$ cat src/hw/rtl/pngse_pkg.sv
// Shared types and constants of the stored-block PNG encoder.
package pngse_pkg;

    localparam int DIM_W        = 15;
    localparam logic [14:0] MAX_DIM = 15'd16384;
    localparam logic [15:0] STORED_BLOCK_MAX = 16'd65535;
    localparam logic [16:0] ADLER_MOD = 17'd65521;
    localparam logic [31:0] CRC_POLY  = 32'hedb88320;
    localparam logic [31:0] CRC_ONES  = 32'hffffffff;

    // Control for the checksum unit, one byte per request.
    typedef struct packed {
        logic       crc_en;
        logic       crc_init;
        logic       adler_en;
        logic       adler_clear;
        logic [7:0] data;
    } csum_ctl_t;

endpackage

$ cat src/hw/rtl/pngse_csum.sv
// Running CRC-32 and Adler-32 over the emitted bytes.
module pngse_csum (
    input  logic                 clk,
    input  logic                 rst_n,
    input  pngse_pkg::csum_ctl_t ctl,
    output logic [31:0]          crc,
    output logic [31:0]          adler
);
    import pngse_pkg::*;

    logic [31:0] crc_reg, crc_next;
    logic [15:0] low_reg, low_next, high_reg, high_next;
    logic [16:0] low_sum, high_sum;

    always_comb
    begin
        crc_next = (ctl.crc_init ? CRC_ONES : crc_reg) ^ {24'd0, ctl.data};
        for (int k = 0; k < 8; k++)
        begin
            crc_next = crc_next[0] ? ((crc_next >> 1) ^ CRC_POLY) : (crc_next >> 1);
        end
        low_sum  = {1'b0, low_reg} + {9'd0, ctl.data};
        low_next = (low_sum >= ADLER_MOD) ? 16'(low_sum - ADLER_MOD) : low_sum[15:0];
        high_sum = {1'b0, high_reg} + {1'b0, low_next};
        high_next = (high_sum >= ADLER_MOD) ? 16'(high_sum - ADLER_MOD) : high_sum[15:0];
    end

    always_ff @(posedge clk or negedge rst_n)
    begin
        if (!rst_n)
        begin
            crc_reg  <= CRC_ONES;
            low_reg  <= 16'd1;
            high_reg <= 16'd0;
        end
        else
        begin
            if (ctl.crc_en)
            begin
                crc_reg <= crc_next;
            end
            if (ctl.adler_clear)
            begin
                low_reg  <= 16'd1;
                high_reg <= 16'd0;
            end
            else if (ctl.adler_en)
            begin
                low_reg  <= low_next;
                high_reg <= high_next;
            end
        end
    end

    assign crc   = crc_reg;
    assign adler = {high_reg, low_reg};
endmodule

$ cat src/hw/rtl/png_stored_rgba_encoder_unit.sv
// Top level of the stored-block PNG encoder.
// Takes RGBA8 pixels in raster order and sends a complete PNG file; a new pixel
// is taken only once every byte of the last one is emitted. The first pixel is
// held for length arithmetic (S_CALC1 to S_CALC3) and 43 header bytes; each pixel
// then gives 4 bytes (5 at a row start, for the filter byte), plus 5 bytes each
// time a stored block header falls due. The last pixel adds 20 trailer bytes, the
// final one flagged by last_byte. Bytes pass a single output register and are fed
// to the byte-wide checksum unit. Dimensions are latched at the first pixel;
// pixels after the file is complete are taken and dropped. A new image needs reset.
module png_stored_rgba_encoder_unit (
    input  logic        clk,
    input  logic        rst_n,
    input  logic        cfg_write,
    input  logic [1:0]  cfg_index,
    input  logic [14:0] cfg_data,
    input  logic        in_valid,
    output logic        in_ready,
    input  logic [31:0] pixel_rgba,
    output logic        out_valid,
    input  logic        out_ready,
    output logic [7:0]  out_byte,
    output logic        last_byte
);
    import pngse_pkg::*;

    localparam logic [2:0] S_IDLE  = 3'd0;
    localparam logic [2:0] S_CALC1 = 3'd1;
    localparam logic [2:0] S_CALC2 = 3'd2;
    localparam logic [2:0] S_CALC3 = 3'd3;
    localparam logic [2:0] S_HDR   = 3'd4;
    localparam logic [2:0] S_DATA  = 3'd5;
    localparam logic [2:0] S_BLKH  = 3'd6;
    localparam logic [2:0] S_TAIL  = 3'd7;

    localparam logic [1:0] REG_WIDTH  = 2'd0;
    localparam logic [1:0] REG_HEIGHT = 2'd1;

    logic [2:0]  state_reg;
    logic [14:0] width_cfg_reg, height_cfg_reg;
    logic [14:0] lat_w_reg, lat_h_reg;
    logic [31:0] pixel_reg;
    logic [30:0] total_reg;
    logic [15:0] blocks_reg;
    logic [31:0] idat_len_reg;
    logic [13:0] col_reg, row_reg;
    logic [15:0] blk_left_reg, len_reg;
    logic [30:0] data_left_reg;
    logic [5:0]  idx_reg;
    logic [2:0]  dsel_reg;
    logic        header_sent_reg, done_reg;
    logic        ov_reg, last_reg;
    logic [7:0]  ob_reg;

    logic        can_emit;
    logic        emit;
    logic [31:0] crc, adler, crc_out;
    csum_ctl_t   ctl;
    logic [7:0]  hdr_byte, tail_byte, blk_byte, pix_byte;
    logic        hdr_crc, hdr_init, tail_crc, tail_init;
    logic [31:0] x_sum;
    logic [16:0] ab_sum;
    logic [14:0] w_cl, h_cl, col_inc, row_inc;
    logic [15:0] nlen;

    assign can_emit  = !ov_reg || out_ready;
    assign emit      = can_emit && ((state_reg == S_HDR) || (state_reg == S_BLKH) ||
                                    (state_reg == S_TAIL) ||
                                    ((state_reg == S_DATA) && (blk_left_reg != 16'd0)));
    assign in_ready  = (state_reg == S_IDLE);
    assign out_valid = ov_reg;
    assign out_byte  = ob_reg;
    assign last_byte = last_reg;
    assign crc_out   = crc ^ CRC_ONES;
    assign nlen      = ~len_reg;
    assign col_inc   = {1'b0, col_reg} + 15'd1;
    assign row_inc   = {1'b0, row_reg} + 15'd1;

    always_comb
    begin
        w_cl = (width_cfg_reg == 15'd0) ? 15'd1 :
               (width_cfg_reg > MAX_DIM) ? MAX_DIM : width_cfg_reg;
        h_cl = (height_cfg_reg == 15'd0) ? 15'd1 :
               (height_cfg_reg > MAX_DIM) ? MAX_DIM : height_cfg_reg;
        // ceil(total / 65535): 65536a + b = 65535a + (a + b)
        x_sum  = {1'b0, total_reg} + {16'd0, STORED_BLOCK_MAX} - 32'd1;
        ab_sum = {1'b0, x_sum[31:16]} + {1'b0, x_sum[15:0]};
    end

    always_comb
    begin
        hdr_crc  = 1'b0;
        hdr_init = 1'b0;
        case (idx_reg)
            6'd0:  hdr_byte = 8'h89;
            6'd1:  hdr_byte = 8'h50;
            6'd2:  hdr_byte = 8'h4e;
            6'd3:  hdr_byte = 8'h47;
            6'd4:  hdr_byte = 8'h0d;
            6'd5:  hdr_byte = 8'h0a;
            6'd6:  hdr_byte = 8'h1a;
            6'd7:  hdr_byte = 8'h0a;
            6'd11: hdr_byte = 8'h0d;
            6'd12: begin hdr_byte = 8'h49; hdr_crc = 1'b1; hdr_init = 1'b1; end
            6'd13: begin hdr_byte = 8'h48; hdr_crc = 1'b1; end
            6'd14: begin hdr_byte = 8'h44; hdr_crc = 1'b1; end
            6'd15: begin hdr_byte = 8'h52; hdr_crc = 1'b1; end
            6'd16, 6'd17, 6'd20, 6'd21, 6'd26, 6'd27, 6'd28:
                begin hdr_byte = 8'h00; hdr_crc = 1'b1; end
            6'd18: begin hdr_byte = {1'b0, lat_w_reg[14:8]}; hdr_crc = 1'b1; end
            6'd19: begin hdr_byte = lat_w_reg[7:0]; hdr_crc = 1'b1; end
            6'd22: begin hdr_byte = {1'b0, lat_h_reg[14:8]}; hdr_crc = 1'b1; end
            6'd23: begin hdr_byte = lat_h_reg[7:0]; hdr_crc = 1'b1; end
            6'd24: begin hdr_byte = 8'h08; hdr_crc = 1'b1; end
            6'd25: begin hdr_byte = 8'h06; hdr_crc = 1'b1; end
            6'd29: hdr_byte = crc_out[31:24];
            6'd30: hdr_byte = crc_out[23:16];
            6'd31: hdr_byte = crc_out[15:8];
            6'd32: hdr_byte = crc_out[7:0];
            6'd33: hdr_byte = idat_len_reg[31:24];
            6'd34: hdr_byte = idat_len_reg[23:16];
            6'd35: hdr_byte = idat_len_reg[15:8];
            6'd36: hdr_byte = idat_len_reg[7:0];
            6'd37: begin hdr_byte = 8'h49; hdr_crc = 1'b1; hdr_init = 1'b1; end
            6'd38: begin hdr_byte = 8'h44; hdr_crc = 1'b1; end
            6'd39: begin hdr_byte = 8'h41; hdr_crc = 1'b1; end
            6'd40: begin hdr_byte = 8'h54; hdr_crc = 1'b1; end
            6'd41: begin hdr_byte = 8'h78; hdr_crc = 1'b1; end
            6'd42: begin hdr_byte = 8'h01; hdr_crc = 1'b1; end
            default: hdr_byte = 8'h00;
        endcase
    end

    always_comb
    begin
        tail_crc  = 1'b0;
        tail_init = 1'b0;
        case (idx_reg)
            6'd0:  begin tail_byte = adler[31:24]; tail_crc = 1'b1; end
            6'd1:  begin tail_byte = adler[23:16]; tail_crc = 1'b1; end
            6'd2:  begin tail_byte = adler[15:8];  tail_crc = 1'b1; end
            6'd3:  begin tail_byte = adler[7:0];   tail_crc = 1'b1; end
            6'd4, 6'd16: tail_byte = crc_out[31:24];
            6'd5, 6'd17: tail_byte = crc_out[23:16];
            6'd6, 6'd18: tail_byte = crc_out[15:8];
            6'd7, 6'd19: tail_byte = crc_out[7:0];
            6'd12: begin tail_byte = 8'h49; tail_crc = 1'b1; tail_init = 1'b1; end
            6'd13: begin tail_byte = 8'h45; tail_crc = 1'b1; end
            6'd14: begin tail_byte = 8'h4e; tail_crc = 1'b1; end
            6'd15: begin tail_byte = 8'h44; tail_crc = 1'b1; end
            default: tail_byte = 8'h00;
        endcase
    end

    always_comb
    begin
        case (idx_reg[2:0])
            3'd0:    blk_byte = ({15'd0, len_reg} == data_left_reg) ? 8'h01 : 8'h00;
            3'd1:    blk_byte = len_reg[7:0];
            3'd2:    blk_byte = len_reg[15:8];
            3'd3:    blk_byte = nlen[7:0];
            default: blk_byte = nlen[15:8];
        endcase
        case (dsel_reg)
            3'd1:    pix_byte = pixel_reg[31:24];
            3'd2:    pix_byte = pixel_reg[23:16];
            3'd3:    pix_byte = pixel_reg[15:8];
            3'd4:    pix_byte = pixel_reg[7:0];
            default: pix_byte = 8'h00;
        endcase
    end

    always_comb
    begin
        ctl = '0;
        case (state_reg)
            S_CALC1: ctl.adler_clear = 1'b1;
            S_HDR:
            begin
                ctl.data     = hdr_byte;
                ctl.crc_en   = can_emit && hdr_crc;
                ctl.crc_init = hdr_init;
            end
            S_BLKH:
            begin
                ctl.data   = blk_byte;
                ctl.crc_en = can_emit;
            end
            S_DATA:
            begin
                ctl.data     = pix_byte;
                ctl.crc_en   = can_emit && (blk_left_reg != 16'd0);
                ctl.adler_en = ctl.crc_en;
            end
            S_TAIL:
            begin
                ctl.data     = tail_byte;
                ctl.crc_en   = can_emit && tail_crc;
                ctl.crc_init = tail_init;
            end
            default: ctl = '0;
        endcase
    end

    pngse_csum u_csum (
        .clk   (clk),
        .rst_n (rst_n),
        .ctl   (ctl),
        .crc   (crc),
        .adler (adler)
    );

    always_ff @(posedge clk or negedge rst_n)
    begin
        if (!rst_n)
        begin
            state_reg       <= S_IDLE;
            width_cfg_reg   <= 15'd1;
            height_cfg_reg  <= 15'd1;
            lat_w_reg       <= 15'd1;
            lat_h_reg       <= 15'd1;
            pixel_reg       <= 32'd0;
            total_reg       <= 31'd0;
            blocks_reg      <= 16'd0;
            idat_len_reg    <= 32'd0;
            len_reg         <= 16'd0;
            header_sent_reg <= 1'b0;
            done_reg        <= 1'b0;
            ov_reg          <= 1'b0;
            ob_reg          <= 8'd0;
            last_reg        <= 1'b0;
            col_reg         <= 14'd0;
            row_reg         <= 14'd0;
            blk_left_reg    <= 16'd0;
            data_left_reg   <= 31'd0;
            idx_reg         <= 6'd0;
            dsel_reg        <= 3'd0;
        end
        else
        begin
            if (cfg_write && cfg_index == REG_WIDTH)
            begin
                width_cfg_reg <= cfg_data;
            end
            if (cfg_write && cfg_index == REG_HEIGHT)
            begin
                height_cfg_reg <= cfg_data;
            end
            if (emit)
            begin
                ov_reg <= 1'b1;
            end
            else if (out_ready)
            begin
                ov_reg <= 1'b0;
            end
            case (state_reg)
                S_IDLE:
                begin
                    if (in_valid && !done_reg)
                    begin
                        pixel_reg <= pixel_rgba;
                        dsel_reg  <= (col_reg == 14'd0) ? 3'd0 : 3'd1;
                        state_reg <= header_sent_reg ? S_DATA : S_CALC1;
                    end
                end
                S_CALC1:
                begin
                    lat_w_reg     <= w_cl;
                    lat_h_reg     <= h_cl;
                    total_reg     <= 31'(({16'd0, w_cl} * 31'd4 + 31'd1) * {16'd0, h_cl});
                    state_reg     <= S_CALC2;
                end
                S_CALC2:
                begin
                    data_left_reg <= total_reg;
                    blocks_reg    <= x_sum[31:16] + ((ab_sum >= {1'b0, STORED_BLOCK_MAX})
                                                     ? 16'd1 : 16'd0);
                    state_reg     <= S_CALC3;
                end
                S_CALC3:
                begin
                    idat_len_reg <= {1'b0, total_reg} + 32'({blocks_reg, 2'b00})
                                    + {16'd0, blocks_reg} + 32'd6;
                    idx_reg      <= 6'd0;
                    state_reg    <= S_HDR;
                end
                S_HDR:
                begin
                    if (can_emit)
                    begin
                        ob_reg   <= hdr_byte;
                        last_reg <= 1'b0;
                        idx_reg  <= idx_reg + 6'd1;
                        if (idx_reg == 6'd42)
                        begin
                            header_sent_reg <= 1'b1;
                            state_reg       <= S_DATA;
                        end
                    end
                end
                S_DATA:
                begin
                    if (blk_left_reg == 16'd0)
                    begin
                        // open a new stored block before the next data byte
                        len_reg   <= (data_left_reg < {15'd0, STORED_BLOCK_MAX})
                                     ? data_left_reg[15:0] : STORED_BLOCK_MAX;
                        idx_reg   <= 6'd0;
                        state_reg <= S_BLKH;
                    end
                    else if (can_emit)
                    begin
                        ob_reg        <= pix_byte;
                        last_reg      <= 1'b0;
                        blk_left_reg  <= blk_left_reg - 16'd1;
                        data_left_reg <= data_left_reg - 31'd1;
                        dsel_reg      <= dsel_reg + 3'd1;
                        if (dsel_reg == 3'd4)
                        begin
                            if (col_inc >= lat_w_reg)
                            begin
                                col_reg <= 14'd0;
                                row_reg <= row_inc[13:0];
                                if (row_inc >= lat_h_reg)
                                begin
                                    idx_reg   <= 6'd0;
                                    state_reg <= S_TAIL;
                                end
                                else
                                begin
                                    state_reg <= S_IDLE;
                                end
                            end
                            else
                            begin
                                col_reg   <= col_inc[13:0];
                                state_reg <= S_IDLE;
                            end
                        end
                    end
                end
                S_BLKH:
                begin
                    if (can_emit)
                    begin
                        ob_reg   <= blk_byte;
                        last_reg <= 1'b0;
                        idx_reg  <= idx_reg + 6'd1;
                        if (idx_reg == 6'd4)
                        begin
                            blk_left_reg <= len_reg;
                            state_reg    <= S_DATA;
                        end
                    end
                end
                S_TAIL:
                begin
                    if (can_emit)
                    begin
                        ob_reg   <= tail_byte;
                        last_reg <= (idx_reg == 6'd19);
                        idx_reg  <= idx_reg + 6'd1;
                        if (idx_reg == 6'd19)
                        begin
                            done_reg  <= 1'b1;
                            state_reg <= S_IDLE;
                        end
                    end
                end
                default: state_reg <= S_IDLE;
            endcase
        end
    end
endmodule

$ cat config.mk
export PLATFORM = sky130hd
export DESIGN_NAME = png_stored_rgba_encoder_unit
export DESIGN_NICKNAME = d
export VERILOG_FILES = /design/src/hw/rtl/pngse_pkg.sv /design/src/hw/rtl/pngse_csum.sv /design/src/hw/rtl/png_stored_rgba_encoder_unit.sv
export SDC_FILE = /design/constraint.sdc
export NUM_CORES = 2
export LEC_CHECK = 0
export BUFFER_PORTS_ARGS = -buffer_cell sky130_fd_sc_hd__buf_2
export CAP_MARGIN = 40
export CORE_MARGIN = 4
export CORE_UTILIZATION = 25
export CTS_CLUSTER_DIAMETER = 50
export DETAILED_ROUTE_END_ITERATION = 8
export PLACE_DENSITY = 0.39
export SLEW_MARGIN = 0
export SYNTH_ARGS = -nofsm -noshare
export SYNTH_HDL_FRONTEND = slang
export SYNTH_SLANG_ARGS = --single-unit
$ cat constraint.sdc
create_clock -name clk -period 8.6 [get_ports clk]
set_clock_uncertainty 0.15 [all_clocks]
set_input_delay 1.29 -clock clk [delete_from_list [all_inputs] [get_ports clk]]
set_output_delay 1.29 -clock clk [all_outputs]
set_load 0.01 [all_outputs]
==> impl_metrics.env <==
export IMPL_coreArea_mm2=0.1257
export IMPL_cap_violations=0
export IMPL_grt_total_usage=0.1783
export IMPL_start_kind="flop"
export IMPL_area_growth_pct=19.18
export IMPL_finalCoreUtilization=0.3003
export IMPL_max_freq_mhz=123.2
export IMPL_syn_inst=3644
export IMPL_post_place_ws_ps=-181.1
export IMPL_viasPerCell=4.910
export IMPL_intPower_mw=8.297
export IMPL_ys_flop_type="dfrtp_1"
export IMPL_dr_pass1_iters=5
export IMPL_slew_headroom=0.3233
export IMPL_drive_above_1_share=0.1583
export IMPL_powerDensity_mw_per_mm2=431.2
export IMPL_clkLatencyLatePin_ps=630
export IMPL_io_buffer_count=64
export IMPL_clk_pin_slew_ps=50
export IMPL_start_util=0.2520
export IMPL_synthTopCellsByCount="nand2_1, dfrtp_1, inv_1, o21ai_0, nor2_1"
export IMPL_fin_crit_ps=8117
export IMPL_path_class="flop to flop"
export IMPL_rows=130
export IMPL_die_y_um=364.0
export IMPL_fin_area_mm2=0.03776
export IMPL_switching_share=0.4904
export IMPL_grt_busiest_layer="met2"
export IMPL_cts_buffer_depth=3
export IMPL_min_to="header_sent_reg$_DFFE_PN0P_"
export IMPL_rrSetupSlack_ps=480
export IMPL_hold_depth=1
export IMPL_synth_seq_area_share=0.2771
export IMPL_yosysWarnings=0
export IMPL_drt_iter0_markers=2045
export IMPL_drc=0
export IMPL_required_ps=8930
export IMPL_async_reset_ff_frac=1.000
export IMPL_vias=27150
export IMPL_htreeDepth=3
export IMPL_tightestPinTransition_ps=1015
export IMPL_die_w_um=364.0
export IMPL_dp_cells=5399
export IMPL_critical_path_max_stage_delay_ps=600
export IMPL_crit_top_cell="buf_4"
export IMPL_p_seq_frac=0.200
export IMPL_postPlaceCellArea_mm2=0.03520
export IMPL_reg2reg_to="u_csum.high_reg[12]$_DFFE_PN0P_"
export IMPL_arrival_ps=8450
export IMPL_final_nets=4308
export IMPL_fin_crit_sh=0.9438
export IMPL_syn_avg_cell_area_um2=8.694
export IMPL_dp_hpwl_um=93660
export IMPL_root_buffer="clkbuf_16"
export IMPL_power_leakage_nw=17.16
export IMPL_synth_cell_types=99
export IMPL_numCtsBuffers=67
export IMPL_rr_worst_depth=37
export IMPL_dieArea_mm2=0.1325
export IMPL_setup_slack_ps=483.5
export IMPL_cp_slowest_cell="or4_4"
export IMPL_clock_sinks=349
export IMPL_grt_max_degree=143
export IMPL_fin_cells=5530
export IMPL_report_final_slew_viol_count=0
export IMPL_hp_start="header_sent_reg$_DFFE_PN0P_"
export IMPL_ys_ff_latch=349
export IMPL_synth_most_common_cell="nand2_1"
export IMPL_synth_top_cell_area_share=0.2464
export IMPL_p_sw_mw=7.983
export IMPL_grt_overflow=0
export IMPL_yosys_area_top_type="dfrtp_1"
export IMPL_hold_slack_ps=315.9
export IMPL_status="finished clean"
export IMPL_met2_usage=0.2944
export IMPL_worstPathMaxFanout=11
export IMPL_io_pins=65
export IMPL_grt_pass1_vias=27410
export IMPL_syn_num_nets=4126
export IMPL_met1_usage=0.2442
export IMPL_antenna_found_initial=2
export IMPL_routedWlPerCell_um=21.52
export IMPL_hold_viol_final=0
export IMPL_end_kind="flop"
export IMPL_grt_pass1_wl_um=179100
export IMPL_syn_area_mm2=0.03168
export IMPL_wirelength_um=119000
export IMPL_synth_area_top_cells="dfrtp_1, fa_1, ha_1, nand2_1, o21ai_0"
export IMPL_grt_met3_usage=0.02141
export IMPL_place_congestion=0.8905
export IMPL_ant_nets=0
export IMPL_hold_class="flop to flop"
export IMPL_cts_tree="done"
export IMPL_synth_edff_count=0
export IMPL_ir_drop_mv=0.2086
export IMPL_power_frac_comb=0.638
export IMPL_p_clk_frac=0.162
export IMPL_rr_startpoint="idx_reg[2]$_DFFE_PN0P_"
export IMPL_finalSetupViolations=0
==> worst max path at each step <==
stage / from / end / slack (ps)
after floorplan: idx_reg[0]$_DFFE_PN0P_ / u_csum.high_reg[10]$_DFFE_PN0P_ / 120
after detailed placement: idx_reg[0]$_DFFE_PN0P_ / u_csum.high_reg[10]$_DFFE_PN0P_ / -180
after global placement: idx_reg[0]$_DFFE_PN0P_ / u_csum.high_reg[10]$_DFFE_PN0P_ / 10
after CTS: idx_reg[0]$_DFFE_PN0P_ / u_csum.high_reg[12]$_DFFE_PN0P_ / 10
final: idx_reg[2]$_DFFE_PN0P_ / u_csum.high_reg[12]$_DFFE_PN0P_ / 480
after global routing: idx_reg[2]$_DFFE_PN0P_ / u_csum.high_reg[12]$_DFFE_PN0P_ / -10
==> through the flow <==
step	setup TNS [ps]	power (mW)
floorplan	0	9.975
global placement	0	13.61
detailed placement	-781.3	13.56
CTS	0	16.36
global route	-13.64	17.71
finish	0	16.28
==> critical path: cells and delay by family (launching register included) <==
| kind | cells | cell delay (ps) |
|---|---|---|
| DFF | 1 | 580 |
| adders and majority gates | 3 | 930 |
| AOI/OAI and AO/OA | 15 | 2620 |
| xor gates and xnor gates | 3 | 590 |
| buffers and inverters | 5 | 740 |
| and+or+nand+nor | 11 | 2400 |
==> metal layers <==
metal	part of all wire	vias up	wire, um
met5	0	-	0
met4	0.032	0	3771
met3	0.037	178	4378
met2	0.47	562	55790
met1	0.46	13510	55080
li1	-	12900	-
==> power groups by stage <==
stage | registers, mW | logic (mW) | clock network (mW)
5_1_grt | 3.33 | 11.6 | 2.79
2_1_floorplan | 2.71 | 7.27 | 0
3_3_place_gp | 3.30 | 10.3 | 0
3_5_place_dp | 3.29 | 10.3 | 0
4_1_cts | 3.27 | 10.4 | 2.71
6_report | 3.25 | 10.4 | 2.64
==> kinds of logic (layout without fill, tap and decap cells) <==
family                   count (synthesis)  in the layout  synth area share
AO/OA/AOI/OAI                          803            803            0.1603
XOR/XNOR                               271            271           0.07670
adder cells (fa/ha/maj)                429            429            0.2158
buffers and inverters                  486            721           0.05861
flip-flops                             349            349            0.2771
multiplexers                            85             85           0.02974
other                                    0              1                 0
AND/OR/NAND/NOR                       1221           1221            0.1817
==> cell type report <==
type,count,area [um^2]
Inverter,300,1134
Timing Repair Buffer,299,2201
Antenna cell,1,2.502
Clock buffer,82,1763
Tap cell,1650,2064
Clock inverter,40,471.7
Fill cell,13430,87970
Multi-Input combinational cell,2809,21340
Sequential cell,349,8787
==> repair_timing <==
item	4_1_cts	5_1_grt
pin swaps	0	20
resized for setup	6	56
buffers inserted	0	8
cloned	0	0
endpoints found under the setup margin	13	18
hold buffers	0	0
==> layout by cell type, fill, tap and decap left out, drive strengths merged, types with 83 or more instances in the layout <==
cell type	Yosys	routed
ha	232	232
o21ai	288	288
a21oi	170	170
dfrtp	312	312
xor2	108	108
nand2	472	472
inv	297	304
xnor2	162	162
fa	196	196
buf	36	299
nand3	83	83
nor2	273	273
Note: power is estimated with default switching activity, not from simulation.
